`src/sv/lccop_pkg.sv`:
```
`timescale 1ns / 1ps
package lccop_pkg;

    localparam int NUM_SENSORS = 8;
    localparam int ADC_BITS    = 12;
    localparam int OFF_BITS    = 12;
    localparam int GAIN_BITS   = 16;
    localparam int POS_BITS    = 8;
    localparam int CH_W        = $clog2(NUM_SENSORS);

    localparam int DIFF_W = ((ADC_BITS > OFF_BITS) ? ADC_BITS : OFF_BITS) + 1;
    localparam int RAW_W  = DIFF_W + GAIN_BITS;
    localparam int TARE_W = RAW_W + 1;
    localparam int F_W    = RAW_W + 2;
    localparam int W_W    = RAW_W + 3;
    localparam int PROD_W = F_W + POS_BITS;
    localparam int MOM_W  = PROD_W + 3;
    localparam int BAL_W  = F_W + 3;
    localparam int NUM_W  = MOM_W + 9;

    localparam int BAL_SHIFT = 14;
    localparam int CEN_SHIFT = 8;

    // 16 magnitude bits plus one saturation bit
    localparam int QUO_BITS   = 17;
    localparam int STEP_W     = 5;
    localparam int NUM_RATIOS = 10;
    localparam int RIDX_W     = 4;

    localparam int RES_W    = 16;
    localparam int WEIGHT_W = 32;
    localparam int THR_W    = 31;

    localparam logic [17:0] BAL_LIM     = 18'd16384;
    localparam logic [17:0] CEN_POS_LIM = 18'd32767;
    localparam logic [17:0] CEN_NEG_LIM = 18'd32768;

    localparam logic [2:0] REG_OFF_LO  = 3'd0;
    localparam logic [2:0] REG_OFF_HI  = 3'd1;
    localparam logic [2:0] REG_GAIN_LO = 3'd2;
    localparam logic [2:0] REG_GAIN_HI = 3'd3;
    localparam logic [2:0] REG_XPOS    = 3'd4;
    localparam logic [2:0] REG_YPOS    = 3'd5;
    localparam logic [2:0] REG_FALL    = 3'd6;

    localparam logic [THR_W-1:0] FALL_RESET = 31'd75341;

    localparam logic [RIDX_W-1:0] R_LAT   = 4'd0;
    localparam logic [RIDX_W-1:0] R_FA    = 4'd1;
    localparam logic [RIDX_W-1:0] R_TW    = 4'd2;
    localparam logic [RIDX_W-1:0] R_CX    = 4'd3;
    localparam logic [RIDX_W-1:0] R_CY    = 4'd4;
    localparam logic [RIDX_W-1:0] R_ROT   = 4'd5;
    localparam logic [RIDX_W-1:0] R_LX    = 4'd6;
    localparam logic [RIDX_W-1:0] R_LY    = 4'd7;
    localparam logic [RIDX_W-1:0] R_RX    = 4'd8;
    localparam logic [RIDX_W-1:0] R_RY    = 4'd9;

    typedef enum logic [1:0] {
        OP_MEASURE = 2'd0,
        OP_TARE    = 2'd1,
        OP_CAL     = 2'd2,
        OP_NONE    = 2'd3
    } t_op;

    typedef enum logic [3:0] {
        S_IDLE,
        S_RAW,
        S_FORCE,
        S_MOMENT,
        S_SUMS,
        S_DIV_LOAD,
        S_DIV_STEP,
        S_DIV_STORE,
        S_OUT
    } t_state;

    typedef struct packed {
        logic [1:0]          opcode;
        logic [ADC_BITS-1:0] sample_0;
        logic [ADC_BITS-1:0] sample_1;
        logic [ADC_BITS-1:0] sample_2;
        logic [ADC_BITS-1:0] sample_3;
        logic [ADC_BITS-1:0] sample_4;
        logic [ADC_BITS-1:0] sample_5;
        logic [ADC_BITS-1:0] sample_6;
        logic [ADC_BITS-1:0] sample_7;
    } t_in_item;

    typedef struct packed {
        logic signed [15:0] lateral_balance;
        logic signed [15:0] fore_aft_balance;
        logic signed [15:0] twist_balance;
        logic signed [15:0] center_x;
        logic signed [15:0] center_y;
        logic signed [15:0] center_rotation;
        logic signed [15:0] left_center_x;
        logic signed [15:0] left_center_y;
        logic signed [15:0] right_center_x;
        logic signed [15:0] right_center_y;
        logic signed [31:0] total_weight;
        logic               fall_flag;
    } t_out_item;

    typedef struct packed {
        logic [47:0]      off_lo;
        logic [47:0]      off_hi;
        logic [63:0]      gain_lo;
        logic [63:0]      gain_hi;
        logic [63:0]      xpos;
        logic [63:0]      ypos;
        logic [THR_W-1:0] fall;
    } t_cfg;

    typedef struct packed {
        logic              load_in;
        logic              raw_step;
        logic              force_step;
        logic              mom_step;
        logic              sums;
        logic              div_load;
        logic              div_step;
        logic              div_store;
        logic [CH_W-1:0]   ch;
        logic [STEP_W-1:0] step;
        logic [RIDX_W-1:0] ridx;
    } t_cmd;

    typedef struct packed {
        t_op op;
    } t_status;

endpackage

```
`src/sv/lccop_ctrl.sv`:
```
`timescale 1ns / 1ps
module lccop_ctrl (
    input  logic              i_clk,
    input  logic              i_rst_n,
    input  logic              i_in_valid,
    input  logic              i_out_free,
    input  lccop_pkg::t_status i_status,
    output lccop_pkg::t_cmd   o_cmd,
    output logic              o_in_stall,
    output logic              o_out_load
);
    import lccop_pkg::*;

    t_state            r_state, n_state;
    logic [STEP_W-1:0] r_cnt, n_cnt;
    logic [RIDX_W-1:0] r_ridx, n_ridx;

    always_ff @(posedge i_clk) begin
        if (!i_rst_n) begin
            r_state <= S_IDLE;
            r_cnt   <= '0;
            r_ridx  <= '0;
        end else begin
            r_state <= n_state;
            r_cnt   <= n_cnt;
            r_ridx  <= n_ridx;
        end
    end

    // next state
    always_comb begin
        n_state = r_state;
        n_cnt   = r_cnt;
        n_ridx  = r_ridx;
        unique case (r_state)
            S_IDLE: begin
                n_cnt = '0;
                if (i_in_valid) n_state = S_RAW;
            end
            S_RAW: begin
                n_cnt = r_cnt + 1'b1;
                if (r_cnt == STEP_W'(NUM_SENSORS - 1)) begin
                    n_cnt   = '0;
                    n_state = S_FORCE;
                end
            end
            S_FORCE: begin
                n_cnt = r_cnt + 1'b1;
                if (r_cnt == STEP_W'(NUM_SENSORS - 1)) begin
                    n_cnt   = '0;
                    n_state = (i_status.op == OP_MEASURE) ? S_MOMENT : S_IDLE;
                end
            end
            S_MOMENT: begin
                n_cnt = r_cnt + 1'b1;
                if (r_cnt == STEP_W'(NUM_SENSORS - 1)) begin
                    n_cnt   = '0;
                    n_state = S_SUMS;
                end
            end
            S_SUMS: begin
                n_ridx  = '0;
                n_state = S_DIV_LOAD;
            end
            S_DIV_LOAD: begin
                n_cnt   = '0;
                n_state = S_DIV_STEP;
            end
            S_DIV_STEP: begin
                n_cnt = r_cnt + 1'b1;
                if (r_cnt == STEP_W'(QUO_BITS - 1)) begin
                    n_cnt   = '0;
                    n_state = S_DIV_STORE;
                end
            end
            S_DIV_STORE: begin
                if (r_ridx == RIDX_W'(NUM_RATIOS - 1)) begin
                    n_state = S_OUT;
                end else begin
                    n_ridx  = r_ridx + 1'b1;
                    n_state = S_DIV_LOAD;
                end
            end
            S_OUT: begin
                if (i_out_free) n_state = S_IDLE;
            end
            default: n_state = S_IDLE;
        endcase
    end

    // outputs
    always_comb begin
        o_cmd            = '0;
        o_cmd.ch         = r_cnt[CH_W-1:0];
        o_cmd.step       = r_cnt;
        o_cmd.ridx       = r_ridx;
        o_in_stall       = (r_state != S_IDLE);
        o_out_load       = 1'b0;
        unique case (r_state)
            S_IDLE:      o_cmd.load_in    = i_in_valid;
            S_RAW:       o_cmd.raw_step   = 1'b1;
            S_FORCE:     o_cmd.force_step = 1'b1;
            S_MOMENT:    o_cmd.mom_step   = 1'b1;
            S_SUMS:      o_cmd.sums       = 1'b1;
            S_DIV_LOAD:  o_cmd.div_load   = 1'b1;
            S_DIV_STEP:  o_cmd.div_step   = 1'b1;
            S_DIV_STORE: o_cmd.div_store  = 1'b1;
            S_OUT:       o_out_load       = i_out_free;
            default:     o_out_load       = 1'b0;
        endcase
    end

    a_accept_starts: assert property (@(posedge i_clk) disable iff (!i_rst_n)
        (r_state == S_IDLE && i_in_valid) |=> (r_state == S_RAW))
        else $error("accepted request did not start the raw pass");

    a_raw_to_force: assert property (@(posedge i_clk) disable iff (!i_rst_n)
        (r_state == S_RAW && r_cnt == STEP_W'(NUM_SENSORS - 1)) |=> (r_state == S_FORCE))
        else $error("raw pass did not hand over to force pass");

    a_store_after_steps: assert property (@(posedge i_clk) disable iff (!i_rst_n)
        (r_state == S_DIV_STORE) |-> ($past(r_state) == S_DIV_STEP))
        else $error("quotient stored without division steps");

    a_load_only_out: assert property (@(posedge i_clk) disable iff (!i_rst_n)
        o_out_load |-> (r_state == S_OUT && r_ridx == RIDX_W'(NUM_RATIOS - 1)))
        else $error("result loaded before all ratios were done");

endmodule

```
`config.mk`:
```
export PLATFORM = sky130hd
export DESIGN_NAME = lccop_ctrl
export DESIGN_NICKNAME = d
export VERILOG_FILES = /design/src/sv/lccop_pkg.sv /design/src/sv/lccop_ctrl.sv
export SDC_FILE = /design/constraint.sdc
export NUM_CORES = 1
export LEC_CHECK = 0
export ABC_AREA = 1
export BUFFER_PORTS_ARGS = -buffer_cell sky130_fd_sc_hd__buf_2
export CAP_MARGIN = 40
export CORE_MARGIN = 1.5
export CORE_UTILIZATION = 45
export CTS_BUF_LIST = sky130_fd_sc_hd__clkbuf_8
export CTS_CLUSTER_DIAMETER = 50
export DETAILED_ROUTE_END_ITERATION = 16
export GPL_TIMING_DRIVEN = 0
export HOLD_SLACK_MARGIN = 0.08
export PLACE_DENSITY = 0.71
export REMOVE_ABC_BUFFERS = 1
export SETUP_SLACK_MARGIN = 0.02
export SYNTH_ARGS = -nofsm -noshare
export SYNTH_HDL_FRONTEND = slang
export SYNTH_SLANG_ARGS = --single-unit
```
`constraint.sdc`:
```
create_clock -name i_clk -period 1.5 [get_ports i_clk]
set_input_delay 0.225 -clock i_clk [delete_from_list [all_inputs] [get_ports i_clk]]
set_output_delay 0.225 -clock i_clk [all_outputs]
set_load 0.05 [all_outputs]
```
=== Yosys cells after proc, flatten, opt, wreduce, memory -nomap -nowiden ===
Cells that the tools add are included.

* Memories: 0
* Flip-flop bits (word level): 13
* Memory bits (writable): 0
* ROM bits: 0
* Bits in latches: 0
* Logic and storage cells: 55
* Output and inout port bits: 22
* Input bits: 6

* Shifts and indexed selects: 0
* Equal/unequal tests: 18
* $mul: 0
* Divide/modulo/power cells: 0
* Order comparisons: 0
* Reductions and logical operators: 9
* Bitwise gates (word level): 0
* Add/sub/neg operators: 2
* Muxes and demuxes: 23

{| class="wikitable"
|+ Operator list
! operator !! count
|-
| case mux 4 bit (9 select lines) || 1
|-
| 2-to-1 mux 4 bit || 8
|-
| equality test 4 x 3 -> 1 bit, second input constant || 4
|-
| case mux 5 bit (3 select lines) || 1
|-
| != test 2 bit, second input constant || 7
|-
| 2-to-1 mux 5 bit || 2
|-
| 2-to-1 mux 1 bit || 9
|-
| equality test 4 x 2 -> 1 bit, second input constant || 2
|-
| equality test 4 bit, second input constant || 2
|-
| case mux 4 bit (2 select lines) || 1
|-
| AND reduction 6 bit || 1
|-
| adder 5 x 1 -> 5 bit, second input constant || 1
|-
| equality test 5 x 3 -> 1 bit, second input constant || 1
|-
| equality test 5 bit, second input constant || 1
|-
| adder 4 x 1 -> 4 bit, second input constant || 1
|-
| equality test 4 x 1 -> 1 bit, second input constant || 1
|-
| logical NOT 4 bit || 1
|-
| nonzero test 4 bit || 1
|-
| nonzero test 3 bit || 1
|-
| OR reduction 3 bit || 1
|-
| logical NOT 2 bit || 1
|-
| 2-to-1 mux 2 bit || 1
|-
| AND reduction 2 bit || 1
|-
| nonzero test 2 bit || 1
|-
| OR reduction 2 bit || 1
|}

=== Depth between registers and ports, before layout ===
Gate-level depths: netlist (run 1).

* Depth after elaboration: 4
* Depth in mapped cells: 10
* Mapped depth without buffers: 10

=== Worst setup path after synthesis (run 1) ===
OpenSTA, ideal clock, no wires.

* Path type: register -> output
* From: register r_state[1]
* To: output o_out_load
* Path buffers: 0
* Arrival: 2.086 ns
* Slack: -0.811 ns
* Stages on the path, launching flop included: 4
* Cell sequence: dfxtp_1 > nor2_2 > inv_1 > nor4_1

* Cells in the longest elaborated chain, start to end: 2

{| class="wikitable"
|+ Ends and longest elaborated chain
! item !! RTL line !! source
|-
| from (decl) || lccop_ctrl.sv:14 || <nowiki>t_state r_state, n_state;</nowiki>
|-
| from (signal assigned) || lccop_ctrl.sv:24 || <nowiki>r_state <= n_state;</nowiki>
|-
| equality test 4 bit || lccop_ctrl.sv:99 || <nowiki>unique case (r_state)</nowiki>
|-
| 2-to-1 mux 1 bit || lccop_ctrl.sv:99 ||
|-
| to (decl) || lccop_ctrl.sv:10 || <nowiki>output logic o_out_load</nowiki>
|}

No other way between the ends.

=== Worst setup path in the final report (run 1) ===
* From: register r_state[0]
* To: output o_out_load

Same word-level chain as after synthesis.

==> summary.txt, run 1 <==
CTS max path bufs -> 2
layout cell share with drive strength beyond 1 -> 34.1%
Hold Crit Class -> in -> reg
total track usage -> 21.4%
max_slew headroom -> 83.1%
Slew Limit Fails -> 0
top-area cell type share of the netlist area -> 28.5%
Power Density -> 1370 mW/mm^2
Reg-to-Reg End -> r_state[0]
Min Clock Period, post-route -> 1.47 ns
total grt overflow -> 0
crit-path max FO -> 6
Worst EP required -> 1.27 ns
busiest grt layer -> met2
synthesized area -> 912 um^2
CTS buffer count -> 3
highest clock rate -> 682 MHz
Critical Path, Cell by Cell -> nor2_4 > inv_2 > nor4_1 > buf_4
Sequential Power Share -> 27.1%
register area share after synthesis -> 28.5%
nets -> 190
most frequent cells in the layout -> nand2_1 (35), inv_1 (24), buf_2 (18)
status -> completed
critical path data arrival time -> 1.24 ns
sw frac -> 48.7%
final hold vios -> 0
initial antenna violation count -> 0
Combinational Power Share -> 54.5%
# IOs -> 28
Wirelength per Cell -> 11.5 um
worst path bufs/invs -> 2
vias in the first global route -> 814
WS Path Type -> reg -> out
clock slew seen by the registers of the worst setup and hold paths -> 0.06 ns
largest area contributor in the netlist -> dfxtp_1
initial core utilization -> 47.0%
via/cell ratio -> 5.12
Max-cap violations -> 0
RD Place Congestion -> 0.892
num rows -> 16
CP Launch Type -> register
Max stage delay cell, worst path -> dfxtp_4
Hold Crit Depth -> 3
commonest non-fill, non-tap cell in the layout -> nand2_1
final count of negative-setup-slack endpoints -> 0
first-pass GRT wire length -> 3340 um
clock network power share -> 18.4%
synthesis-stage register bit count -> 13
WL final -> 2370 um
crit share post-route -> 97.7%
detailed placer's ending HPWL -> 1680 um
largest cells by area after synthesis -> dfxtp_1 (29%), nand2_1 (16%), inv_1 (9.9%), a21oi_1 (6.6%), nand3_1 (6.6%)
CP delay by family, top -> flip-flops
ANT cells -> 0
largest net degree at the start of global routing -> 10
met1 Use GR -> 25.5%
met3 Usage GRT -> 6.04%
final clock skew -> 0.00254 ns
CTS tree -> built
Sw Pwr -> 0.000824 W
Internal -> 0.000867 W
Worst-Skew Late Latency -> 0.25 ns
setup TNS -> 0 ns
CTS H-Tree Depth -> 1
leakage -> 0.634 nW
DRC viols -> 0
Die Wd -> 48.0 um
critical path depth -> 4
Die ar. -> 0.00231 mm^2
port bufs -> 27
Synth Instances -> 147
Distinct cells, synth -> 19
Peak supply drop -> 0.000909 V
Die Ht -> 48.0 um
clock sinks -> 13
Hold Buf Count CTS -> 0
CTS root buf -> clkbuf_8
r2r setup slk -> 0.13 ns
hold path endpoint -> r_ridx[1]
core region area -> 0.00194 mm^2
Hold Crit Start -> i_rst_n
unrepaired setup endpoints after global routing -> yes
Syn. warnings -> 0
grt met2 use -> 34.4%
Post-DRT Antenna Nets -> 0
R2R cell count -> 8
area grow syn2layout -> 35.8%
Vias -> 1054
Crit Reg-Reg Startpoint -> r_state[1]
hold_ws -> 0.261 ns
Worst-Margin Slew -> 0.251 ns
router iterations before antenna repair -> 4
Post-Syn Area per Cell -> 6.20 um^2
DRT iter0 DRCs -> 20
Crit path largest cell delay -> 0.37 ns
CP Capture Type -> output pin
==> worst min-delay path, cell delays in order <==
cell and delay [ns]:
buf_2 0.13, o21ai_0 0.07, a21oi_1 0.04
==> repair_timing <==
item	CTS	global route
pin swaps	1	2
setup endpoints to repair	9	16
gates resized for setup	19	21
cloned	0	0
setup buffers	2	2
endpoints found under the hold margin	0	0
==> cell usage after synthesis <==
cell	instances
a21oi_1	12
nand2_4	2
nor3_1	4
nor2_1	16
ha_1	4
nor4_1	1
nor2_2	4
nand4_1	6
inv_2	1
nand3_1	12
buf_4	3
o21ai_0	1
nand2_1	39
nand3_2	1
nor2_4	1
dfxtp_1	13
nand2_2	2
xor2_1	1
inv_1	24
==> how the worst max path moves through the flow <==
| stage | slack (ns) | startpoint | endpoint |
|---|---|---|---|
| global placement | 0.07 | r_state[1] | o_cmd[19] |
| global route | -0.03 | r_state[3] | o_cmd[17] |
| detailed placement | 0.08 | r_cnt[1] | r_state[0] |
| finish | 0.03 | r_state[0] | o_out_load |
| CTS | 0.02 | r_state[3] | o_cmd[19] |
| floorplan | -0.81 | r_state[1] | o_out_load |
==> through the flow <==
stage	cell area, um^2	instances	utilization, %	worst slack [ns]	power (W)
2_1_floorplan	890	144	-	-0.811	0.00105
3_3_place_gp	1060	198	54.5	0.0748	0.00120
3_5_place_dp	1060	198	54.5	0.0772	0.00121
4_1_cts	1170	204	60.1	0.0214	0.00163
5_1_grt	1240	206	63.8	-0.0341	0.00180
6_report	1240	206	63.8	0.0344	0.00169
==> area by class of cell <==
type / count / area [um^2]
Clock buffer: 3 / 41.3
Clock inverter: 1 / 3.75
Fill cell: 197 / 703
Inverter: 25 / 93.8
Multi-Input combinational cell: 106 / 574
Sequential cell: 13 / 278
Tap cell: 27 / 33.8
Timing Repair Buffer: 31 / 214
==> power groups by stage <==
| stage | logic (W) | clock network [W] | registers [W] |
|---|---|---|---|
| 2_1_floorplan | 0.000527 | 0 | 0.000525 |
| 3_3_place_gp | 0.000763 | 0 | 0.000440 |
| 3_5_place_dp | 0.000765 | 0 | 0.000443 |
| 4_1_cts | 0.000858 | 0.000317 | 0.000454 |
| 5_1_grt | 0.000997 | 0.000339 | 0.000468 |
| 6_report | 0.000921 | 0.000311 | 0.000459 |
==> state kept, by name, summed over array words and instances, names as in the netlist <==
| register | count |
|---|---|
| r_cnt | 5 |
| r_ridx | 4 |
| r_state | 4 |
==> cells by family after synthesis <==
group           count (synthesis)  share of synthesized area (%)
flops                          13                           28.5
fa+ha+maj                       4                           5.49
xor+xnor                        1                          0.960
compound gates                 13                           7.13
buf+inv                        28                           12.8
simple gates                   88                           45.1
==> metal layers <==
metal  vias to the layer above  wire, um
li1                        530         -
met1                       486       990
met2                        33      1240
met3                         5       103
met4                         0        37
met5                         -         0
(Power assumes the default switching activity.)
==> inputs of run 2 (changes only) <==
Settings changed: ABC_AREA 1 to not set, PLACE_DENSITY 0.71 to 0.72.
==> run 2 against run 1 <==
The flow now finishes with violations (setup timing). Clock power about the same. Worst hold slack better by 0.040 ns. Die area is 6.0% lower. Critical path type is now reg -> reg. Largest cell class unchanged. Highest routed layer unchanged.
==> summary.txt, run 2 <==
most frequent cells in the layout -> buf_4 (22), buf_2 (18), nor2_1 (15) (was nand2_1 (35), inv_1 (24), buf_2 (18))
final hold vios -> 0 (unchanged)
Vias -> 998 (was 1054)
Slew Limit Fails -> 0 (unchanged)
Worst-Skew Late Latency -> 0.25 ns (about the same)
Die Wd -> 46.5 um (was 48.0 um)
register area share after synthesis -> 30.5% (was 28.5%)
WS Path Type -> reg -> reg (was reg -> out)
largest net degree at the start of global routing -> 17 (was 10)
synthesized area -> 853 um^2 (was 912 um^2)
RD Place Congestion -> 0.801 (was 0.892)
leakage -> 0.611 nW (was 0.634 nW)
highest clock rate -> 578 MHz (was 682 MHz)
router iterations before antenna repair -> 4 (unchanged)
final clock skew -> 0.00540 ns (was 0.00254 ns)
clock sinks -> 13 (unchanged)
nets -> 165 (was 190)
commonest cells in the netlist -> nor2_1 (19), dfxtp_1 (13), nand2_1 (7), nor3_1 (7) (was nand2_1 (39), inv_1 (24), nor2_1 (16))
most frequent cell after synthesis -> nor2_1 (was nand2_1)
Hold Crit Class -> in -> reg (unchanged)
initial antenna violation count -> 0 (unchanged)
CP delay by family, top -> simple AND/OR/NAND/NOR gates (was flip-flops)
DRC viols -> 0 (unchanged)
Post-DRT Antenna Nets -> 0 (unchanged)
layout cell share with drive strength beyond 1 -> 53.9% (was 34.1%)
max_slew headroom -> 64.7% (was 83.1%)
commonest non-fill, non-tap cell in the layout -> buf_4 (was nand2_1)
num rows -> 15 (was 16)
worst path bufs/invs -> 0 (was 2)
violated checks -> setup timing
status -> finished with violations (was completed)
total grt overflow -> 0 (unchanged)
via/cell ratio -> 5.58 (was 5.12)
largest cells by area after synthesis -> dfxtp_1 (30%), nor2_1 (8.4%), xor2_1 (6.2%), ha_1 (5.9%), nor3_1 (4.1%) (was dfxtp_1 (29%), nand2_1 (16%), inv_1 (9.9%), a21oi_1 (6.6%), nand3_1 (6.6%))
Top reg by flops -> r_cnt (unchanged)
fillcell total -> 110 (was 197)
setup slack after layout -> -0.230 ns (was 0.0344 ns)
Largest register FFs -> 5 (unchanged)
Post-synth ARST share -> 0% (unchanged)
Max stage delay cell, worst path -> or4_4 (was dfxtp_4)
Crit path largest cell delay -> 0.45 ns (was 0.37 ns)
core region area -> 0.00175 mm^2 (was 0.00194 mm^2)
Distinct cells, synth -> 34 (was 19)
CTS max path bufs -> 2 (unchanged)
ANT cells -> 0 (unchanged)
Max-cap violations -> 0 (unchanged)
first-pass GRT wire length -> 3310 um (was 3340 um)
CP Capture Type -> register (was output pin)
Post-Syn Area per Cell -> 7.69 um^2 (was 6.20 um^2)
Min Clock Period, post-route -> 1.73 ns (was 1.47 ns)
# IOs -> 28 (unchanged)
clock slew seen by the registers of the worst setup and hold paths -> 0.06 ns (about the same)
Final Total Pwr -> 0.00107 W (was 0.00169 W)
Post-synth EDFFs -> 0 (unchanged)
largest area contributor in the netlist -> dfxtp_1 (unchanged)
Die Ht -> 46.5 um (was 48.0 um)
detailed placer's ending HPWL -> 1330 um (was 1680 um)
initial core utilization -> 48.9% (was 47.0%)
final core occ -> 79.0% (was 63.8%)
Peak supply drop -> 0.000485 V (was 0.000909 V)
Wirelength per Cell -> 15.2 um (was 11.5 um)
Hold Buf Count CTS -> 0 (unchanged)
critical path data arrival time -> 1.87 ns (was 1.24 ns)
CP Launch Type -> register (unchanged)
vias in the first global route -> 787 (was 814)
Power Density -> 778 mW/mm^2 (was 1370 mW/mm^2)
CTS root buf -> clkbuf_8 (unchanged)
crit share post-route -> 115% (was 97.7%)
Worst-Margin Slew -> 0.522 ns (was 0.251 ns)
DRT iter0 DRCs -> 25 (was 20)
port bufs -> 27 (unchanged)
Worst EP required -> 1.64 ns (was 1.27 ns)
top flop regs -> r_cnt: 5 flops, r_ridx: 4 flops, r_state: 4 flops (unchanged)
top-area cell type share of the netlist area -> 30.5% (was 28.5%)
total track usage -> 21.6% (was 21.4%)
Die ar. -> 0.00217 mm^2 (was 0.00231 mm^2)
Syn. warnings -> 0 (unchanged)
area grow syn2layout -> 61.6% (was 35.8%)
Synth Flop Type -> dfxtp_1 (unchanged)
CTS tree -> built (unchanged)
WL final -> 2730 um (was 2370 um)
synthesis-stage register bit count -> 13 (unchanged)
CTS H-Tree Depth -> 1 (unchanged)
CTS buffer count -> 3 (unchanged)
Synth Instances -> 111 (was 147)
final count of negative-setup-slack endpoints -> 7 (was 0)
Critical Path, Cell by Cell -> ha_4 > nand2_2 > or4_4 > a211oi_4 > mux2i_1 > nor2b_1 (was nor2_4 > inv_2 > nor4_1 > buf_4)
unrepaired setup endpoints after global routing -> yes (unchanged)
crit-path max FO -> 6 (unchanged)
==> run 2: cell count changes in the layout (fill, tap and decap cells not counted), sizes merged, moves of 4 or more <==
cell,before,now
nand2,43,7
nand3,13,2
inv,26,7
a21oi,12,4
nor2b,0,4
buf,31,48
xor2,1,6
==> run 2: tightest hold or removal path: stages <==
cell and delay (ns):
buf_2 0.16, nand2_1 0.08, nor2_1 0.04
==> run 2: timing repair <==
item | in CTS | in global routing
gates resized for setup | 43 | 19
endpoints found under the setup margin | 22 | 19
pin swaps | 9 | 13
buffers inserted | 11 | 10
==> run 2: final cells by class <==
| type | count | area (um^2) | area share (%) |
|---|---|---|---|
| flip-flops and latches | 13 | 284 | 20.6 |
| repair buffers | 48 | 345 | 25.0 |
| multi-input cells | 83 | 648 | 47.0 |
| inverters | 6 | 25.0 | 1.81 |
| clock inverters | 1 | 3.75 | 0.272 |
| well taps | 25 | 31.3 | 2.27 |
| clock buffers | 3 | 41.3 | 2.99 |
==> run 2: metrics by stage <==
| step | setup slack (ns) | area [um^2] | setup TNS, ns | instances | hold slack [ns] |
|---|---|---|---|---|---|
| finish | -0.230 | 1380 | -0.653 | 179 | 0.302 |
| global route | -0.310 | 1380 | -1.48 | 179 | 0.305 |
| CTS | -0.215 | 1230 | -0.728 | 169 | 0.278 |
| detailed placement | -0.469 | 973 | -2.61 | 154 | 0.535 |
| global placement | -0.429 | 973 | -2.27 | 154 | 0.529 |
| floorplan | -1.06 | 807 | -9.71 | 102 | 0.339 |
==> run 2: power breakdown <==
group	leakage [nW]	internal, W	total [W]	switching, W
combinational	0.473	0.000164	0.000385	0.000222
sequential	0.111	0.000356	0.000376	0.0000198
clock	0.0269	0.000181	0.000312	0.000131
==> run 2: logic make-up (layout without fill, tap and decap cells) <==
logic type,count (synthesis),count (layout),synth area share (%)
simple gates,55,55,33.9
xor+xnor,9,9,9.24
mux,1,1,1.17
compound gates,14,14,11.3
fa+ha+maj,4,4,5.87
buf+inv,15,58,8.06
flops,13,13,30.5
==> run 2: path summary, 6_finish.rpt <==
path	start	to	slack [ns]	cells after the start
setup / recovery	r_cnt[0]	r_state[0]	-0.23	6
hold / removal	i_rst_n	r_cnt[1]	0.30	3
setup reg to reg	r_cnt[0]	r_state[0]	-0.23	6
hold reg to reg	r_state[1]	r_state[1]	0.53	2
==> run 2: per-layer routing <==
layer / routed length, um / global-route usage, % / part of all wire [%] / up-vias
li1: - / - / - / 465
met5: 0 / 0 / 0 / -
met2: 1420 / 35.0 / 52 / 41
met4: 70 / 11.4 / 2.6 / 0
met1: 1120 / 27.6 / 41 / 480
met3: 124 / 2.75 / 4.5 / 12
